### config.mk
export PLATFORM = sky130hd
export DESIGN_NAME = magnitude_descending_insertion_sorter_top
export DESIGN_NICKNAME = d
export VERILOG_FILES = /design/src/hdl/mdis_pkg.sv /design/src/hdl/mdis_ctrl.sv /design/src/hdl/mdis_datapath.sv /design/src/hdl/magnitude_descending_insertion_sorter_top.sv
export SDC_FILE = /design/constraint.sdc
export NUM_CORES = 2
export LEC_CHECK = 0
export BUFFER_PORTS_ARGS = -buffer_cell sky130_fd_sc_hd__clkbuf_2
export CELL_PAD_IN_SITES_DETAIL_PLACEMENT = 0
export CELL_PAD_IN_SITES_GLOBAL_PLACEMENT = 2
export CORE_ASPECT_RATIO = 0.6
export CORE_MARGIN = 10
export CORE_UTILIZATION = 39
export CTS_BUF_LIST = sky130_fd_sc_hd__clkbuf_8
export CTS_CLUSTER_DIAMETER = 150
export DETAILED_ROUTE_END_ITERATION = 10
export PLACE_DENSITY_LB_ADDON = 0.1
export SETUP_SLACK_MARGIN = 0.4
export SLEW_MARGIN = 20
export SYNTH_ARGS = -nofsm -noshare
export SYNTH_HDL_FRONTEND = slang
export SYNTH_HIERARCHICAL = 1
export SYNTH_SLANG_ARGS = --single-unit
export TNS_END_PERCENT = 50
### constraint.sdc
create_clock -name i_clk -period 15.25 [get_ports i_clk]
set_clock_uncertainty 0.15 [all_clocks]
set_input_delay 1.525 -clock i_clk [delete_from_list [all_inputs] [get_ports i_clk]]
set_output_delay 1.525 -clock i_clk [all_outputs]
set_load 0.02 [all_outputs]
### src/hdl/mdis_pkg.sv
// ----------------------------------------------------------------------------
// mdis_pkg
// Shared constants and types for the magnitude-descending insertion sorter.
// ----------------------------------------------------------------------------
package mdis_pkg;

    localparam int MAX_ELEMS  = 64;
    localparam int DATA_WIDTH = 16;
    localparam int CNT_W      = $clog2(MAX_ELEMS + 1);

    typedef struct packed {
        logic signed [DATA_WIDTH-1:0] value;
        logic                         last;
    } t_in;

    typedef struct packed {
        logic signed [DATA_WIDTH-1:0] sorted_value;
        logic                         final_res;
        logic                         dropped;
    } t_out;

    // controller to datapath
    typedef struct packed {
        logic insert;
        logic pop;
    } t_cmd;

    // datapath to controller
    typedef struct packed {
        logic last_one;
    } t_sts;

    function automatic logic [DATA_WIDTH:0] magnitude(input logic [DATA_WIDTH-1:0] v);
        logic [DATA_WIDTH:0] ext;
        ext = {v[DATA_WIDTH-1], v};
        return v[DATA_WIDTH-1] ? (~ext + 1'b1) : ext;
    endfunction

endpackage

### src/hdl/mdis_ctrl.sv
// ----------------------------------------------------------------------------
// mdis_ctrl
// Controller: collects a list, then streams the sorted list out.
// ----------------------------------------------------------------------------
module mdis_ctrl (
    input  logic            i_clk,
    input  logic            i_rst_n,
    input  logic            i_valid,
    input  logic            i_last,
    output logic            o_stall,
    output logic            o_valid,
    input  logic            i_stall,
    input  mdis_pkg::t_sts  i_sts,
    output mdis_pkg::t_cmd  o_cmd
);

    typedef enum logic [1:0] {
        ST_COLLECT = 2'b01,
        ST_EMIT    = 2'b10
    } t_state;

    t_state r_state;
    t_state n_state;

    always_comb begin
        n_state      = r_state;
        o_cmd.insert = 1'b0;
        o_cmd.pop    = 1'b0;
        unique case (r_state)
            ST_COLLECT: begin
                o_cmd.insert = i_valid;
                if (i_valid && i_last) begin
                    n_state = ST_EMIT;
                end
            end
            ST_EMIT: begin
                o_cmd.pop = !i_stall;
                if (!i_stall && i_sts.last_one) begin
                    n_state = ST_COLLECT;
                end
            end
            default: begin
                n_state = ST_COLLECT;
            end
        endcase
    end

    assign o_stall = (r_state != ST_COLLECT);
    assign o_valid = (r_state == ST_EMIT);

    always_ff @(posedge i_clk) begin
        if (!i_rst_n) begin
            r_state <= ST_COLLECT;
        end else begin
            r_state <= n_state;
        end
    end

endmodule

### src/hdl/mdis_datapath.sv
// ----------------------------------------------------------------------------
// mdis_datapath
// Row of sorted cells with parallel compare-and-shift insert and pop to front.
// ----------------------------------------------------------------------------
module mdis_datapath (
    input  logic                              i_clk,
    input  logic                              i_rst_n,
    input  mdis_pkg::t_cmd                    i_cmd,
    input  logic [mdis_pkg::DATA_WIDTH-1:0]   i_value,
    output mdis_pkg::t_sts                    o_sts,
    output mdis_pkg::t_out                    o_data
);

    logic [mdis_pkg::DATA_WIDTH-1:0] r_cell [mdis_pkg::MAX_ELEMS];
    logic [mdis_pkg::DATA_WIDTH-1:0] n_cell [mdis_pkg::MAX_ELEMS];
    logic [mdis_pkg::CNT_W-1:0]      r_count;
    logic [mdis_pkg::CNT_W-1:0]      n_count;
    logic                            r_ovf;
    logic                            n_ovf;

    logic [mdis_pkg::MAX_ELEMS-1:0]  stay;
    logic [mdis_pkg::DATA_WIDTH:0]   new_mag;
    logic                            full;

    assign new_mag = mdis_pkg::magnitude(i_value);
    assign full    = (r_count == mdis_pkg::CNT_W'(mdis_pkg::MAX_ELEMS));

    // a cell keeps its entry when it holds an equal or larger magnitude
    always_comb begin
        for (int i = 0; i < mdis_pkg::MAX_ELEMS; i++) begin
            stay[i] = (mdis_pkg::CNT_W'(i) < r_count)
                      && (mdis_pkg::magnitude(r_cell[i]) >= new_mag);
        end
    end

    always_comb begin
        n_cell  = r_cell;
        n_count = r_count;
        n_ovf   = r_ovf;
        if (i_cmd.insert) begin
            if (full) begin
                n_ovf = 1'b1;
            end else begin
                n_count = r_count + 1'b1;
                if (!stay[0]) begin
                    n_cell[0] = i_value;
                end
                for (int i = 1; i < mdis_pkg::MAX_ELEMS; i++) begin
                    if (!stay[i]) begin
                        n_cell[i] = stay[i-1] ? i_value : r_cell[i-1];
                    end
                end
            end
        end else if (i_cmd.pop) begin
            for (int i = 0; i < mdis_pkg::MAX_ELEMS - 1; i++) begin
                n_cell[i] = r_cell[i+1];
            end
            n_count = r_count - 1'b1;
            if (o_sts.last_one) begin
                n_ovf = 1'b0;
            end
        end
    end

    always_ff @(posedge i_clk) begin
        r_cell <= n_cell;
    end

    always_ff @(posedge i_clk) begin
        if (!i_rst_n) begin
            r_count <= '0;
            r_ovf   <= 1'b0;
        end else begin
            r_count <= n_count;
            r_ovf   <= n_ovf;
        end
    end

    assign o_sts.last_one     = (r_count == mdis_pkg::CNT_W'(1));
    assign o_data.sorted_value = r_cell[0];
    assign o_data.final_res    = o_sts.last_one;
    assign o_data.dropped      = r_ovf;

endmodule

### src/hdl/magnitude_descending_insertion_sorter_top.sv
// ----------------------------------------------------------------------------
// magnitude_descending_insertion_sorter_top
// Sorts a list by descending absolute value, stable, and streams it out.
// ----------------------------------------------------------------------------
// throughput: one input beat per cycle while a list is collected (parallel
//   insert across the cell row)
// output: first sorted beat in the cycle after the last input beat; the list
//   then streams out one beat per cycle while i_stall is low, and input
//   stalls until the final beat is taken
// reset: synchronous active low, store empties at once, no clearing pass
// ----------------------------------------------------------------------------
module magnitude_descending_insertion_sorter_top (
    input  logic           i_clk,
    input  logic           i_rst_n,
    input  logic           i_valid,
    output logic           o_stall,
    input  mdis_pkg::t_in  i_data,
    output logic           o_valid,
    input  logic           i_stall,
    output mdis_pkg::t_out o_data
);

    mdis_pkg::t_cmd cmd;
    mdis_pkg::t_sts sts;

    mdis_ctrl u_ctrl (
        .i_clk   (i_clk),
        .i_rst_n (i_rst_n),
        .i_valid (i_valid),
        .i_last  (i_data.last),
        .o_stall (o_stall),
        .o_valid (o_valid),
        .i_stall (i_stall),
        .i_sts   (sts),
        .o_cmd   (cmd)
    );

    mdis_datapath u_datapath (
        .i_clk   (i_clk),
        .i_rst_n (i_rst_n),
        .i_cmd   (cmd),
        .i_value (i_data.value),
        .o_sts   (sts),
        .o_data  (o_data)
    );

endmodule
-- Yosys cells after proc, flatten, opt, wreduce, memory -nomap -nowiden
Index checks and enable logic that the tools add are counted.
- add/sub/neg operators: 67
- $mul: 0
- divide/modulo/power cells: 0
- $lt $le $gt $ge: 128
- equal/unequal tests: 72
- shift operators: 0
- muxes and demuxes: 207
- bitwise gates (word level): 67
- reductions and logical operators: 136
- operators by type and width (kind ; count):
    16-bit 2-to-1 mux ; 127
    1008-bit 2-to-1 mux ; 2
    17-bit by 1-bit adder with 17-bit output, second input constant ; 65
    17-bit 2-to-1 mux ; 65
    17-bit inverter ; 65
    17-bit greater-or-equal comparator ; 64
    1024-bit 2-to-1 mux ; 1
    6-bit by 7-bit less-than comparator with 1-bit output, first input constant ; 32
    3-bit AND reduction ; 65
    2-bit != test, second input constant ; 64
    5-bit by 7-bit less-than comparator with 1-bit output, first input constant ; 16
    1-bit logical AND ; 66
    4-bit by 7-bit less-than comparator with 1-bit output, first input constant ; 8
    3-bit by 7-bit less-than comparator with 1-bit output, first input constant ; 4
    7-bit 2-to-1 mux ; 3
    1-bit by 7-bit less-than comparator with 1-bit output, first input constant ; 2
    2-bit by 7-bit less-than comparator with 1-bit output, first input constant ; 2
    2-bit by 1-bit != test with 1-bit output, second input constant ; 4
    7-bit by 1-bit adder with 7-bit output, second input constant ; 1
    7-bit by 1-bit == test with 1-bit output, second input constant ; 1
    7-bit == test, second input constant ; 1
    7-bit by 1-bit subtractor with 7-bit output, second input constant ; 1
    1-bit 2-to-1 mux ; 6
    2-bit 2-to-1 mux ; 2
    7 further kinds ; 10
- flip-flop bits (word level): 1034
- bits in latches: 0
- RAM bits: 0
- bits in read-only memories: 0
- logic and storage cells: 744
- memories kept: 0

-- Depth between registers and ports, before layout
- word-level depth: 9
- gate-level depth with buffers: 19
- gate-level depth less buffers: 18

-- By module
The synthesis kept the hierarchy.
- by module, submodules not included (module ; times used ; cells each ; area each (µm²) ; seq. area each (µm²)):
    mdis_datapath ; 1 ; 10345 ; 94783.4 ; 30909.6
    mdis_ctrl ; 1 ; 13 ; 111.4 ; 40.0

-- Worst setup path before layout
No wires, ideal clock.
- path kind: input port to flip-flop
- start: in i_data[11] in the netlist's numbering
- end: reg u_datapath/r_cell[304] in the netlist's numbering (enable)
- library setup time: 0.411 ns
- arrival: 9.103 ns
- data required time: 14.689 ns
- setup slack: 5.586 ns
- stages: 17
- path buffers: 3
- cell sequence: clkbuf_1 or4_1 or3_1 o21ai_0 xor2_1 ha_1 nand4_1 nor3_1 a2111oi_0 o21ai_0 a211oi_1 o21ai_0 o2111a_1 or3_1 clkbuf_1 clkbuf_1 o21ai_0
- cells in the longest elaborated chain, start to end: 7
- RTL lines (element ; RTL line ; text):
    start: declaration ; magnitude_descending_insertion_sorter_top.sv:17 ; input mdis_pkg::t_in i_data,
    17-bit inverter ; mdis_pkg.sv:36 ; return v[DATA_WIDTH-1] ? (~ext + 1'b1) : ext;
    17-bit by 1-bit adder with 17-bit output ; mdis_pkg.sv:36 ;
    17-bit 2-to-1 mux * ; mdis_pkg.sv:36 ;
    17-bit greater-or-equal comparator * ; mdis_datapath.sv:32 ; && (mdis_pkg::magnitude(r_cell[i]) >= new_mag);
    1-bit logical AND * ; mdis_datapath.sv:32 ;
    2-bit != test (no source line) * ; n/a ;
    3-bit AND reduction (no source line) * ; n/a ;
    end signal: assignment ; mdis_datapath.sv:66 ; r_cell <= n_cell;
    end: declaration ; mdis_datapath.sv:14 ; logic [mdis_pkg::DATA_WIDTH-1:0] r_cell [mdis_pkg::MAX_ELEMS];
Mark *: on every way between the ends. The rest lies on a longest branch, timed or not.
A chain may end at the register's enable or synchronous reset.

-- Worst setup path after layout
- start: in i_data[2] in the netlist's numbering
- end: reg u_datapath/r_cell[92] in the netlist's numbering (enable)
The elaborated chain is that of the path after synthesis.

==> results.tsv <==
metric	value	unit
min cycle time layout	7.91	ns
Synth Instances	10358	
PortBufs	40	
die height	402	um
register-to-register setup slack	9.47	ns
RSZ-0062 raised after global routing	no	
Max Cap Viol	0	
WP data required	15.76	ns
largest net degree at the start of global routing	192	
status	completed	
Clock Tree Root	clkbuf_8	
CP startpoint	i_data[2]	
non-filler cells, final	13589	
Hold-fix buffers, CTS	0	
DRC viols	0	
# IOs	41	
ys flop type	edfxtp_1	
EDFF count, synth	1024	
Detailed Route WL	480000	um
Slew @ Worst Pin	1.24	ns
final hold vios	0	
f_max	126	MHz
Iter 0 DRT Violations	15189	
Slew HR	17.0	%
Hold Startpoint	u_datapath/r_ovf	
hpwl dp	333000	um
clk_lat worst skew	1.02	ns
Crit Path Class	primary input to flip-flop	
detailed-route via count	92527	
fin. max-slew vios	0	
final number of setup-violating endpoints	0	
number of nets in the layout	11240	
WL/cell	35.3	um
CP startpoint kind	primary input	
maximum vdd drop	0.0789	mV
dpl cells	13259	
Place WS	6.62	ns
total grt overflow	0	
Fill cells	23975	
antenna violations before repair	32	
Site Rows	140	
drt pass-1 iters	9	
Final Util	42.4	%
Distinct cells, synth	92	
Post-DRT Antenna Nets	0	
GRT Total Usage	34.4	%
area added between synthesis and finish	8.35	%
total clock sinks	1034	
die area	264000	um2
number of vias per cell	6.81	
starting density of the core	39.1	%
worst setup margin	7.34	ns
Post-CTS Setup Bufs	0	
Avg Synthesized Cell Area	9.16	um2
worst endpoint data arrival time	8.42	ns
Synth Register Bits	1034	
first-pass GRT wire length	664000	um
core box area	242000	um2
CTS Buf Count	194	
maximum fanout along the worst path	55	
CTS tree	done	
HP Class	flip-flop to flip-flop	
post-cts resize count	0	
r2r startpoint	u_ctrl/r_state[1]	
Worst-path clk slew	0.06	ns
vias in the first global route	83935	
clk buf depth	4	
sequential area share after synthesis	32.6	%
Hold WS	0.386	ns
Setup crit end kind	flip-flop	
Post-Route Setup TNS	0	ns
Routability Congestion	0.997	
Lkg Pwr	39.2	nW
Die W	657	um
Final Cycle Share	51.9	%
synthesis warning total	6	
layout cells sized above 1	6.95	%
P per Cell Area	150	nW/um2
synthesized area	94900	um2
H-tree levels	4	
ys async rst share	0	%
[cell families after synthesis]
group / synth area share [%]
AO/OA/AOI/OAI: 21.0
XOR/XNOR: 7.94
adder cells (fa/ha/maj): 14.1
buffers and inverters: 6.13
flip-flops: 32.6
multiplexers: 1.64
other: 0.00791
AND/OR/NAND/NOR: 16.6
[cell usage after synthesis (21+ instances only)]
| library cell | number | share of area [%] |
|---|---|---|
| ha_1 | 1028 | 14 |
| edfxtp_1 | 1024 | 32 |
| xnor2_1 | 836 | 7.7 |
| nand2_1 | 780 | 3.1 |
| inv_1 | 723 | 2.9 |
| clkbuf_1 | 655 | 2.6 |
| o221ai_1 | 589 | 5.4 |
| nand3_1 | 527 | 2.8 |
| nand4_1 | 496 | 3.3 |
| o21ai_0 | 438 | 2.3 |
| nor2_1 | 376 | 1.5 |
| a21oi_1 | 303 | 1.6 |
| a221o_1 | 280 | 3.0 |
| o31ai_1 | 245 | 1.9 |
| nor4_1 | 239 | 1.6 |
| a21o_1 | 233 | 1.8 |
| mux2i_1 | 141 | 1.5 |
| nor3_1 | 125 | 0.66 |
| or3_1 | 121 | 0.80 |
| nand2b_1 | 102 | 0.67 |
| o41ai_1 | 94 | 0.87 |
| o22ai_1 | 77 | 0.51 |
| o2bb2ai_1 | 71 | 0.66 |
| nor2b_1 | 67 | 0.44 |
| buf_2 | 63 | 0.33 |
| or4_1 | 53 | 0.42 |
| maj3_1 | 49 | 0.52 |
| o21a_1 | 47 | 0.37 |
| buf_1 | 35 | 0.14 |
| or2_2 | 35 | 0.23 |
| and4_1 | 34 | 0.31 |
| a211oi_1 | 30 | 0.24 |
| a31oi_1 | 29 | 0.19 |
| and3_1 | 27 | 0.18 |
| a2111oi_0 | 23 | 0.21 |
| buf_4 | 22 | 0.17 |
| xor2_1 | 22 | 0.20 |
| o211ai_1 | 21 | 0.17 |
[final cells by class]
cell class | instances | area (um2) | area share [%]
repair buffers | 288 | 2230 | 2.17
well taps | 3266 | 4090 | 3.97
diodes | 4 | 10.0 | 0.00974
inverters | 724 | 2730 | 2.65
clock inverters | 128 | 694 | 0.675
clock buffers | 196 | 2700 | 2.62
multi-input cells | 7949 | 59400 | 57.8
flip-flops and latches | 1034 | 31000 | 30.1
[placed cells by master (no fill, tap or decap), drive strengths merged, types with 27 or more instances in the layout]
master,synthesis,routed
o221ai,589,589
o21ai,450,450
o2bb2ai,71,71
edfxtp,1024,1024
nand3,527,527
nand2b,104,104
nor3,125,125
ha,1028,1028
o31ai,245,245
or2,36,36
nor4,240,240
a221o,280,280
nand4,496,496
or3,121,121
conb,2,128
clkbuf,656,235
a31oi,30,30
nand2,780,780
o21a,47,47
mux2i,141,141
buf,121,249
a21o,233,233
nor2b,67,67
a211oi,30,30
a21oi,303,303
inv,724,774
xnor2,837,837
maj3,49,49
or4,53,53
nor2,376,376
and3,27,27
o41ai,97,97
and4,34,34
o22ai,78,78
clkinv,0,68
[flip-flops by register name (all words and copies together), names as in the netlist]
| signal | flops |
|---|---|
| u_datapath/r_cell | 1008 |
| u_datapath/o_data | 16 |
| u_datapath/r_count | 7 |
| u_ctrl/r_state | 2 |
| u_datapath/r_ovf | 1 |
[power by group]
part           total (mW)  switching, mW  internal [mW]
sequential           5.29           1.25           4.04
clock                2.69           1.40           1.29
combinational        7.47           4.64           2.83
[metal layers]
layer  up-vias  track usage (%)  share of wire [%]
met5         -            0.252              0.052
met4        18             10.4                3.6
met3       855             11.8                 14
met2      6189             43.7                 37
met1     45783             52.9                 46
li1      39682                -                  -
[worst max-delay path, stage by stage]
cell	delay [ns]
clkbuf_2	0.20
buf_4	0.39
inv_1	0.49
ha_1	0.33
nand2b_1	0.10
o41ai_1	0.67
xor2_4	0.65
buf_12	0.67
ha_1	0.40
a211o_1	0.33
o22ai_1	0.14
a21oi_1	0.08
o2111a_1	0.25
a2111oi_0	0.51
nor3_1	0.20
o21ai_2	0.18
buf_4	0.33
nor2_1	0.08
nor2_1	0.49
buf_4	0.31
[through the flow]
| stage | total power [mW] | area [um2] |
|---|---|---|
| 2_1_floorplan | 9.67 | 95400 |
| 3_3_place_gp | 12.3 | 99300 |
| 3_5_place_dp | 12.4 | 99400 |
| 4_1_cts | 15.1 | 103000 |
| 5_1_grt | 16.2 | 103000 |
| 6_report | 15.4 | 103000 |
[worst paths after layout]
path	depth (start not counted)	endpoint
worst max-delay path	20	u_datapath/r_cell[92]
worst min-delay path	2	u_datapath/r_ovf
worst max register to register	10	u_datapath/r_cell[371]
worst min register to register	2	u_datapath/r_ovf
Note: power is estimated with default switching activity, not from simulation.
